--- src/rtl/pat_pkg.sv ---
// ----------------------------------------------------------------------------
// pat_pkg
// Types and codes shared by the pid allocator table modules.
// ----------------------------------------------------------------------------
package pat_pkg;

  localparam int unsigned PidW       = 7;
  localparam int unsigned HandleInW  = 32;
  localparam int unsigned HandleOutW = 32;

  typedef enum logic [1:0] {
    OP_ADD    = 2'd0,
    OP_REMOVE = 2'd1,
    OP_LOOKUP = 2'd2
  } op_e;

  typedef enum logic [1:0] {
    ST_OK        = 2'd0,
    ST_NOT_FOUND = 2'd1,
    ST_FULL      = 2'd2
  } status_e;

  typedef struct packed {
    logic [1:0]           operation;
    logic [PidW-1:0]      pid;
    logic [HandleInW-1:0] process_handle;
  } pat_req_t;

  typedef struct packed {
    logic [1:0]            status;
    logic [PidW-1:0]       pid_out;
    logic [HandleOutW-1:0] handle_out;
  } pat_rsp_t;

  typedef struct packed {
    logic capture;
    logic execute;
  } pat_cmd_t;

endpackage

--- src/rtl/pat_ram.sv ---
// ----------------------------------------------------------------------------
// pat_ram
// Generic single write port, single read port RAM with registered read.
// ----------------------------------------------------------------------------
module pat_ram #(
  parameter int unsigned Width = 32,
  parameter int unsigned Depth = 64
) (
  input  logic                     clk_i,
  input  logic                     we_i,
  input  logic [$clog2(Depth)-1:0] waddr_i,
  input  logic [Width-1:0]         wdata_i,
  input  logic                     re_i,
  input  logic [$clog2(Depth)-1:0] raddr_i,
  output logic [Width-1:0]         rdata_o
);

  logic [Width-1:0] mem_q [Depth];
  logic [Width-1:0] rdata_q;

  always_ff @(posedge clk_i) begin
    if (we_i) begin
      mem_q[waddr_i] <= wdata_i;
    end
    if (re_i) begin
      rdata_q <= mem_q[raddr_i];
    end
  end

  assign rdata_o = rdata_q;

endmodule

--- src/rtl/pat_ctrl.sv ---
// ----------------------------------------------------------------------------
// pat_ctrl
// Two-state sequencer: capture and read, then execute and write back.
// ----------------------------------------------------------------------------
module pat_ctrl (
  input  logic              clk_i,
  input  logic              rst_ni,
  input  logic              start,
  output logic              busy,
  output pat_pkg::pat_cmd_t cmd_o
);
  import pat_pkg::*;

  typedef enum logic {
    S_IDLE,
    S_EXEC
  } state_e;

  state_e state_q;

  always_ff @(posedge clk_i or negedge rst_ni) begin
    if (!rst_ni) begin
      state_q <= S_IDLE;
    end else begin
      unique case (state_q)
        S_IDLE:  if (start) state_q <= S_EXEC;
        S_EXEC:  state_q <= S_IDLE;
        default: state_q <= S_IDLE;
      endcase
    end
  end

  assign busy          = (state_q == S_EXEC);
  assign cmd_o.capture = start && (state_q == S_IDLE);
  assign cmd_o.execute = (state_q == S_EXEC);

endmodule

--- src/rtl/pat_datapath.sv ---
// ----------------------------------------------------------------------------
// pat_datapath
// Free pid stack, fresh counter, live bits, handle store and result register.
// ----------------------------------------------------------------------------
module pat_datapath #(
  parameter int unsigned TABLE_DEPTH  = 64,
  parameter int unsigned FIRST_PID    = 2,
  parameter int unsigned HANDLE_WIDTH = 32
) (
  input  logic              clk_i,
  input  logic              rst_ni,
  input  pat_pkg::pat_cmd_t cmd_i,
  input  pat_pkg::pat_req_t req_i,
  output logic              done_o,
  output pat_pkg::pat_rsp_t rsp_o
);
  import pat_pkg::*;

  localparam int unsigned SlotW      = $clog2(TABLE_DEPTH);
  localparam int unsigned CntW       = $clog2(TABLE_DEPTH + 1);
  localparam int unsigned FreshLimit = FIRST_PID + TABLE_DEPTH;
  localparam int unsigned FreshW     = $clog2(FreshLimit + 1);
  localparam int unsigned CmpW       = (FreshW > PidW) ? FreshW : PidW;
  localparam int unsigned StoreW     = (HANDLE_WIDTH < HandleInW) ? HANDLE_WIDTH : HandleInW;

  logic [1:0]       op_q;
  logic [PidW-1:0]  pid_q;
  logic [StoreW-1:0] handle_q;
  logic [SlotW-1:0] slot_q;
  logic             in_range_q;

  logic [FreshW-1:0] fresh_q, fresh_d;
  logic [CntW-1:0]   count_q, count_d;
  logic [TABLE_DEPTH-1:0] live_q, live_d;
  logic              done_q;
  pat_rsp_t          rsp_q, rsp_d;

  logic [CmpW-1:0]   pid_ext, slot_full, pop_ext, pop_full;
  logic [FreshW-1:0] fresh_slot_full;
  logic              in_range;
  logic [SlotW-1:0]  in_slot, stack_raddr;

  logic              stk_we, hdl_we;
  logic [SlotW-1:0]  stk_waddr, hdl_waddr;
  logic [PidW-1:0]   stk_rdata;
  logic [StoreW-1:0] hdl_rdata;
  logic              live_hit;

  assign pid_ext   = CmpW'(req_i.pid);
  assign slot_full = pid_ext - CmpW'(FIRST_PID);
  assign in_range  = (pid_ext >= CmpW'(FIRST_PID)) && (pid_ext < CmpW'(FreshLimit));
  assign in_slot   = slot_full[SlotW-1:0];

  assign stack_raddr = SlotW'(count_q - CntW'(1));

  always_ff @(posedge clk_i) begin
    if (cmd_i.capture) begin
      op_q       <= req_i.operation;
      pid_q      <= req_i.pid;
      handle_q   <= req_i.process_handle[StoreW-1:0];
      slot_q     <= in_slot;
      in_range_q <= in_range;
    end
  end

  assign pop_ext         = CmpW'(stk_rdata);
  assign pop_full        = pop_ext - CmpW'(FIRST_PID);
  assign fresh_slot_full = fresh_q - FreshW'(FIRST_PID);
  assign live_hit        = in_range_q && live_q[slot_q];

  always_comb begin
    fresh_d   = fresh_q;
    count_d   = count_q;
    live_d    = live_q;
    rsp_d     = '0;
    rsp_d.status = ST_NOT_FOUND;
    stk_we    = 1'b0;
    stk_waddr = count_q[SlotW-1:0];
    hdl_we    = 1'b0;
    hdl_waddr = pop_full[SlotW-1:0];
    if (cmd_i.execute) begin
      unique case (op_q)
        OP_ADD: begin
          if (count_q != '0) begin
            count_d          = count_q - CntW'(1);
            hdl_we           = 1'b1;
            hdl_waddr        = pop_full[SlotW-1:0];
            live_d[hdl_waddr] = 1'b1;
            rsp_d.status     = ST_OK;
            rsp_d.pid_out    = stk_rdata;
          end else if (fresh_q < FreshW'(FreshLimit)) begin
            fresh_d          = fresh_q + FreshW'(1);
            hdl_we           = 1'b1;
            hdl_waddr        = fresh_slot_full[SlotW-1:0];
            live_d[hdl_waddr] = 1'b1;
            rsp_d.status     = ST_OK;
            rsp_d.pid_out    = PidW'(fresh_q);
          end else begin
            rsp_d.status = ST_FULL;
          end
        end
        OP_REMOVE: begin
          if (live_hit) begin
            live_d[slot_q] = 1'b0;
            if (count_q < CntW'(TABLE_DEPTH)) begin
              stk_we  = 1'b1;
              count_d = count_q + CntW'(1);
            end
            rsp_d.status = ST_OK;
          end
        end
        OP_LOOKUP: begin
          if (live_hit) begin
            rsp_d.status     = ST_OK;
            rsp_d.handle_out = HandleOutW'(hdl_rdata);
          end
        end
        default: rsp_d.status = ST_NOT_FOUND;
      endcase
    end
  end

  always_ff @(posedge clk_i or negedge rst_ni) begin
    if (!rst_ni) begin
      fresh_q <= FreshW'(FIRST_PID);
      count_q <= '0;
      live_q  <= '0;
      done_q  <= 1'b0;
    end else begin
      fresh_q <= fresh_d;
      count_q <= count_d;
      live_q  <= live_d;
      done_q  <= cmd_i.execute;
    end
  end

  always_ff @(posedge clk_i) begin
    if (cmd_i.execute) begin
      rsp_q <= rsp_d;
    end
  end

  pat_ram #(
    .Width (PidW),
    .Depth (TABLE_DEPTH)
  ) u_stack_ram (
    .clk_i   (clk_i),
    .we_i    (stk_we),
    .waddr_i (stk_waddr),
    .wdata_i (pid_q),
    .re_i    (cmd_i.capture),
    .raddr_i (stack_raddr),
    .rdata_o (stk_rdata)
  );

  pat_ram #(
    .Width (StoreW),
    .Depth (TABLE_DEPTH)
  ) u_handle_ram (
    .clk_i   (clk_i),
    .we_i    (hdl_we),
    .waddr_i (hdl_waddr),
    .wdata_i (handle_q),
    .re_i    (cmd_i.capture),
    .raddr_i (in_slot),
    .rdata_o (hdl_rdata)
  );

  assign done_o = done_q;
  assign rsp_o  = rsp_q;

endmodule

--- src/rtl/pid_allocator_table_core.sv ---
// ----------------------------------------------------------------------------
// pid_allocator_table_core
// Pid allocator with a free pid stack, a fresh pid counter and a handle table.
//
//   port     dir  role
//   start    in   item request, taken when busy is low
//   busy     out  sequencer in its execute cycle
//   req_i    in   item: operation, pid, process_handle
//   done_o   out  one-cycle result strobe
//   rsp_o    out  result: status, pid_out, handle_out
//
// The accept cycle captures the item and launches the stack and handle reads;
// the execute state then decides and writes back. The result strobe is up
// the cycle after that, while the next item may already be accepted. The
// receiver cannot stall. Reset empties the stack count, sets the fresh
// counter to FIRST_PID and clears the live bits at once; no clearing pass.
// ----------------------------------------------------------------------------
module pid_allocator_table_core #(
  parameter int unsigned TABLE_DEPTH  = 64,
  parameter int unsigned FIRST_PID    = 2,
  parameter int unsigned HANDLE_WIDTH = 32
) (
  input  logic              clk_i,
  input  logic              rst_ni,
  input  logic              start,
  output logic              busy,
  input  pat_pkg::pat_req_t req_i,
  output logic              done_o,
  output pat_pkg::pat_rsp_t rsp_o
);
  import pat_pkg::*;

  pat_cmd_t cmd;

  pat_ctrl u_ctrl (
    .clk_i  (clk_i),
    .rst_ni (rst_ni),
    .start  (start),
    .busy   (busy),
    .cmd_o  (cmd)
  );

  pat_datapath #(
    .TABLE_DEPTH  (TABLE_DEPTH),
    .FIRST_PID    (FIRST_PID),
    .HANDLE_WIDTH (HANDLE_WIDTH)
  ) u_datapath (
    .clk_i  (clk_i),
    .rst_ni (rst_ni),
    .cmd_i  (cmd),
    .req_i  (req_i),
    .done_o (done_o),
    .rsp_o  (rsp_o)
  );

endmodule
--- config.mk ---
export PLATFORM = sky130hd
export DESIGN_NAME = pid_allocator_table_core
export DESIGN_NICKNAME = d
export VERILOG_FILES = /design/src/rtl/pat_pkg.sv /design/src/rtl/pat_ram.sv /design/src/rtl/pat_ctrl.sv /design/src/rtl/pat_datapath.sv /design/src/rtl/pid_allocator_table_core.sv
export SDC_FILE = /design/constraint.sdc
export NUM_CORES = 2
export LEC_CHECK = 0
export BUFFER_PORTS_ARGS = -buffer_cell sky130_fd_sc_hd__buf_4
export CAP_MARGIN = 20
export CORE_ASPECT_RATIO = 1.25
export CORE_UTILIZATION = 45
export CTS_BUF_LIST = sky130_fd_sc_hd__clkbuf_4 sky130_fd_sc_hd__clkbuf_8 sky130_fd_sc_hd__clkbuf_16
export CTS_CLUSTER_SIZE = 20
export DETAILED_ROUTE_END_ITERATION = 8
export PLACE_DENSITY_LB_ADDON = 0.15
export SYNTH_ARGS = -nofsm -noshare
export SYNTH_HDL_FRONTEND = slang
export SYNTH_SLANG_ARGS = --single-unit
--- constraint.sdc ---
create_clock -name clk_i -period 8.4 [get_ports clk_i]
set_input_delay 0.84 -clock clk_i [delete_from_list [all_inputs] [get_ports clk_i]]
set_output_delay 0.84 -clock clk_i [all_outputs]
set_load 0.02 [all_outputs]
After elaboration in Yosys (flattened, before gate mapping)
Memory sizes are Yosys's and may differ from the RTL's. A register that Yosys moved wholly into a read port is not among the register bits. Index checks and enable logic that the tools add are counted.

Bits in registers: 169. RAM bits: 2496. Bits of input ports: 44. Output and inout bits: 43. Word-level logic and storage cells: 96. Memories: 2.

Memory list: u_datapath.u_handle_ram.mem_q (depth 64, width 32, read ports 1, clocked after memory_dff 1, wr ports 1, line pat_ram.sv:18) `logic [Width-1:0] mem_q [Depth];`; u_datapath.u_stack_ram.mem_q (depth 64, width 7, read ports 1, clocked after memory_dff 1, wr ports 1, line pat_ram.sv:18).

Add/sub/neg operators: 6. $lt $le $gt $ge: 10. Eq/ne operators: 6. Multiplexer cells: 39. Bitwise logic cells: 6. Reductions and logical operators: 14.

Operators by type and width (count): two-way mux 64 bit (3); OR 64 bit (2); one-hot mux 64 bit (2 select lines) (1); bitwise AND 64 bit (1); inverter 64 bit (1); two-way mux 7 bit (4); two-way mux 6 bit (4); < comparator 6 x 7 -> 1 bit (second input constant) (3); < comparator 7 bit (second input constant) (3); demux 1 bit (select 6 bit) (3); greater-or-equal comparator 6 x 1 -> 1 bit (second input constant) (3); two-way mux 1 bit (18); subtractor 6 x 2 -> 6 bit (second input constant) (3); adder 7 x 1 -> 7 bit (second input constant) (2); one-hot mux 7 bit (2 select lines) (1); two-way mux 9 bit (1); AND reduction 4 bit (2); greater-or-equal comparator 7 x 2 -> 1 bit (second input constant) (1); nonzero test 7 bit (1); subtractor 7 x 1 -> 7 bit (second input constant) (1); binary-select mux 1 bit (select 6 bit) (1); logical AND 1 bit (6); inequality test 2 x 1 -> 1 bit (second input constant) (3); AND reduction 5 bit (1); 11 further kinds (12).

Longest topological paths before layout
Word-level depth: 9. Gate-level depth with buffers: 13.

By module
A second synthesis with hierarchy kept.

Cell total of the unflattened synthesis: 4980. Area total of the unflattened synthesis: 105363.6 um^2.

Modules (own cells, without submodules): pat_ram (u_datapath.u_handle_ram) (instances 1, cells each 3324, area each 78835.6 um^2); pat_ram (u_datapath.u_stack_ram) (instances 1, cells each 827, area each 17705.7 um^2); pat_datapath (instances 1, cells each 826, area each 8775.9 um^2); pat_ctrl (instances 1, cells each 3, area each 46.3 um^2).

Least setup slack after synthesis
OpenSTA, ideal clock, no wires.

Path type: register to register. Start: reg u_ctrl.state_q, in the netlist u_ctrl.busy. End: reg u_datapath.handle_q[0], enable pin. Arrival: 5031 ps. Data required time: 7861 ps. Path slack: 2829 ps. Stages on the path, launching flop included: 2. Path buffers: 0. Clock period less this slack: 5571 ps. Cells stage by stage: dfrtp_1 > nor2b_1.

Cells in the longest elaborated chain, start to end: 2.

Ends and longest elaborated chain: start: declaration (line pat_ctrl.sv:19) `state_e state_q;`; start signal: assignment (line pat_ctrl.sv:23) `state_q <= S_IDLE;`; start signal: assignment (line pat_ctrl.sv:26) `S_IDLE: if (start) state_q <= S_EXEC;`; start signal: assignment (line pat_ctrl.sv:27) `S_EXEC: state_q <= S_IDLE;`; inverter 1 bit; logical AND 1 bit (line pat_ctrl.sv:34) `assign cmd_o.capture = start && (state_q == S_IDLE);`; named net u_datapath.u_handle_ram.re_i (line pat_ram.sv:13) `input logic re_i,`; end signal: assignment (line pat_datapath.sv:60) `handle_q <= req_i.process_handle[StoreW-1:0];`; end: declaration (line pat_datapath.sv:28) `logic [StoreW-1:0] handle_q;`.

The timed path passes the listed nets, and every way through them passes these cells. A chain may end at the register's enable or synchronous reset.

Worst setup path after layout
Start: reg u_datapath.count_q[0]. End: mem u_datapath.u_handle_ram.mem_q[23][20], enable pin.

Cells in the longest elaborated chain, start to end: 6. Elaborated cells on any way between the ends: 9. Those cells by class: 8 x mux; 1 x reduce/logical.

Ends and longest elaborated chain: start: declaration (line pat_datapath.sv:33) `logic [CntW-1:0] count_q, count_d;`; start signal: assignment (line pat_datapath.sv:131) `count_q <= count_d;`; nonzero test 7 bit * (line pat_datapath.sv:84) `if (count_q != '0) begin`; two-way mux 1 bit (line pat_datapath.sv:84); two-way mux 1 bit (line pat_datapath.sv:82) `unique case (op_q)`; two-way mux 1 bit (line pat_datapath.sv:81) `if (cmd_i.execute) begin`; two-way mux 1 bit (line pat_ram.sv:22) `if (we_i) begin`; two-way mux 1 bit (not written as such) (line pat_ram.sv:23) `mem_q[waddr_i] <= wdata_i;`; end: declaration (line pat_ram.sv:18).

Every way passes the cells marked *; elsewhere a longest branch is shown, timed or not.

==> flow_metrics.py <==
metrics = {
    "status": {
        "outcome": "completed",
    },
    "clock_tree": {
        "post_cts_resize_count": 0,
        "clock_latency_ps": 870,
        "ctsLongestPathBuffers": 4,
        "clk_pin_slew_ps": 60,
        "clk_root_buffer_cell": "clkbuf_16",
        "cts_buffers": 277,
        "cts.sinks": 2703,
        "cts_tree": "yes",
        "htree_levels": 5,
    },
    "critical_path": {
        "startpoint_type": "flip-flop",
        "worst-path-max-fanout": 41,
        "crit_required_ps": 8860,
        "reg2reg_from": "u_datapath.count_q[0]$_DFFE_PN0P_",
        "crit_arrival_ps": 6460,
        "cp-startpoint": "u_datapath.count_q[0]$_DFFE_PN0P_",
        "end_kind": "flip-flop",
        "critPathKind": "reg2reg",
    },
    "placed_design": {
        "io_buffers": 86,
        "place.gp.congestion": 0.856,
        "dp_hpwl_mm": 171,
    },
    "timing": {
        "finalHoldViolations": 0,
        "slew_headroom": 0.251,
        "fin_skew_ps": 65.5,
        "setup_viol": 0,
        "whs_ps": 150,
        "drv_slew": 0,
        "rsz0062_at_grt": "false",
        "fin_crit_ps": 6000,
        "fin_crit_sh": 0.714,
        "tightest_slew_ps": 1110,
        "finalSetupTns_ps": 0,
        "timing.fmax_ghz": 0.167,
    },
    "pwr": {
        "clkPwrFrac": 0.380,
        "pwr-share-seq": 0.472,
        "p_sw_frac": 0.256,
        "power_uw": 32300,
        "power_frac_comb": 0.149,
        "leakagePower_uw": 0.0378,
        "cellPowerDensity_mw_per_mm2": 269,
        "ir_worst_vdd_mv": 0.206,
        "power_switching_uw": 8270,
        "p_int_uw": 24000,
    },
    "min_path": {
        "hp-class": "in2reg",
        "worstHoldStart": "req_i[21]",
    },
    "global_routing": {
        "first_global_vias": 50726,
        "grt_overflow": 0,
        "antenna_found_initial": 14,
        "grt_pass1_wl_mm": 396,
        "grt_max_degree": 127,
        "grt_use_total": 0.241,
    },
    "synthesis": {
        "syn-num-nets": 4675,
        "ys_ff_latch": 2703,
        "synth.top_cell.area_share": 0.750,
        "synth_compound_area_frac": 0.0167,
        "synth_xor_area_frac": 0.00182,
        "muxShareOfSynthArea": 0.175,
        "synth_edf_count": 2623,
        "synth-adder-area-share": 0.00226,
        "yosys.area.top_type": "edfxtp_1",
        "yosysWarnings": 0,
        "synth-seq-area-share": 0.769,
        "yosys-top-cells-area": "edfxtp_1 (75%), mux4_2 (17%), dfrtp_1 (1.9%)",
        "synthCells": 4612,
        "synthSimpleGateAreaFrac": 0.0221,
        "synth_cell_types": 71,
        "syn_area_mm2": 0.105,
        "synth_ff_type": "edfxtp_1",
        "synth.avg_cell_area_um2": 22.8,
        "synth-async-reset-ratio": 0.0296,
        "synth_top_family_by_area": "multiplexers",
    },
    "floorplan": {
        "io_pins": 87,
        "die_w_um": 434,
        "start_util": 0.454,
        "die_y_um": 542,
        "rows": 197,
        "coreArea_mm2": 0.231,
        "die-area_mm2": 0.235,
    },
    "route": {
        "via_count": 49264,
        "drt-wirelength-per-cell_um": 34.3,
        "vias_per_cell": 6.00,
        "drtIter0Drc": 5065,
        "drt-pass1-iter-count": 5,
        "detail-route-antenna-nets": 0,
        "remaining_drc_errors": 0,
        "finalWirelength_mm": 281,
    },
    "cells_and_area": {
        "drive_gt1_frac": 0.311,
        "fin_nets": 4974,
        "syn_to_final_growth_pct": 14.1,
        "fin_util": 0.518,
    },
    "run": {
        "cap_violations": 0,
    },
}
==> worst paths after layout <==
kind / end / slack (ps) / cells past startpoint
setup / recovery: u_datapath.u_handle_ram.mem_q[23][20]$_DFFE_PP_ / 2400 / 10
hold / removal: u_datapath.handle_q[21]$_DFFE_PP_ / 150 / 1
min in group asynchronous: u_datapath.live_q[10]$_DFFE_PN0P_ / 520 / 2
hold reg to reg: u_datapath.live_q[32]$_DFFE_PN0P_ / 510 / 1
setup reg to reg: u_datapath.u_handle_ram.mem_q[23][20]$_DFFE_PP_ / 2400 / 10
max in group asynchronous: u_datapath.count_q[0]$_DFFE_PN0P_ / 6850 / 3
==> critical path, cell delays in order (launching register included) <==
cell     delay (ps)
dfrtp_4         780
inv_1           310
ha_4            160
nor4b_1         570
nand2_1         520
nor3_4          900
mux2i_1         290
nor2_1          220
nand2_1         490
nor2_4          780
buf_4           480
==> synth_stat cells, types with 29 or more instances <==
master / instances
nand2_1: 163
inv_1: 68
and2_1: 38
mux4_2: 804
clkbuf_1: 103
a22oi_1: 50
nor2_1: 137
o22ai_1: 68
nand3_1: 29
dfrtp_1: 79
edfxtp_1: 2623
o21ai_0: 58
buf_2: 79
==> power groups by stage <==
stage	Clock (µW)	Sequential [µW]	Combinational (µW)
6_report	12300	15200	4800
3_5_place_dp	0	15500	4880
4_1_cts	12500	15200	4890
5_1_grt	13000	15200	5010
2_1_floorplan	0	15500	2860
3_3_place_gp	0	15500	4840
==> state kept, by name (all words and copies together) (netlist names) <==
register and count:
u_datapath.u_stack_ram.rdata_o 7, u_ctrl.busy 1, u_datapath.u_stack_ram.mem_q 448, u_datapath.u_handle_ram.mem_q 2048, u_datapath.handle_q 32, u_datapath.slot_q 6
u_datapath.op_q 2, u_datapath.done_o 1, u_datapath.fresh_q 7, u_datapath.live_q 64, u_datapath.u_handle_ram.rdata_o 32, u_datapath.rsp_o 41
u_datapath.count_q 7, u_datapath.pid_q 6, u_datapath.in_range_q 1
==> logic make-up after synthesis <==
| logic type | after synthesis |
|---|---|
| DFF | 2703 |
| muxes | 832 |
| and+or+nand+nor | 472 |
| buffers and inverters | 298 |
| AOI/OAI and AO/OA | 267 |
| xor gates and xnor gates | 21 |
| adders and majority gates | 19 |
==> cells in the final DEF, fill, tap and decap left out, types with 57 or more instances in the layout <==
cell / Yosys / layout
edfxtp_1: 2623 / 2623
mux4_2: 804 / 804
clkbuf_16: 0 / 286
buf_4: 23 / 197
nand2_1: 163 / 163
dfrtp_1: 79 / 77
nor2_1: 137 / 73
o22ai_1: 68 / 68
inv_1: 68 / 67
clkbuf_4: 0 / 67
nor2_4: 0 / 64
o21ai_0: 58 / 58
clkinv_1: 1 / 57
==> layer usage <==
layer  GRT usage  vias up  wire length (µm)
li1            -    20188                 -
met1       0.306    27020            107000
met2       0.426     1672            150000
met3      0.0353      382             15400
met4      0.0773        2              9340
met5           0        -                13
==> timing repair <==
action / 4_1_cts / 5_1_grt
hold buffers: 1 / 0
endpoints found under the hold margin: 41 / 0
buffers inserted: 0 / 0
==> stage by stage <==
| stage | cells | area, µm² | setup WS [ps] |
|---|---|---|---|
| after CTS | 8197 | 120000 | 2330 |
| after floorplan | 4612 | 105000 | 2830 |
| after global routing | 8206 | 120000 | 2040 |
| final | 8209 | 120000 | 2400 |
| after global placement | 7669 | 110000 | 2420 |
| after detailed placement | 7707 | 111000 | 2370 |
==> area by class of cell <==
type / count / area, µm²
antenna: 4 / 10.0
clock buffer: 352 / 7650
clock inverter: 137 / 1280
fill: 18152 / 111000
inverter: 70 / 273
multi-input combinational: 1611 / 23500
sequential: 2703 / 80800
tap: 3084 / 3860
timing repair buffer: 248 / 2480
Note: power is estimated with default switching activity, not from simulation.
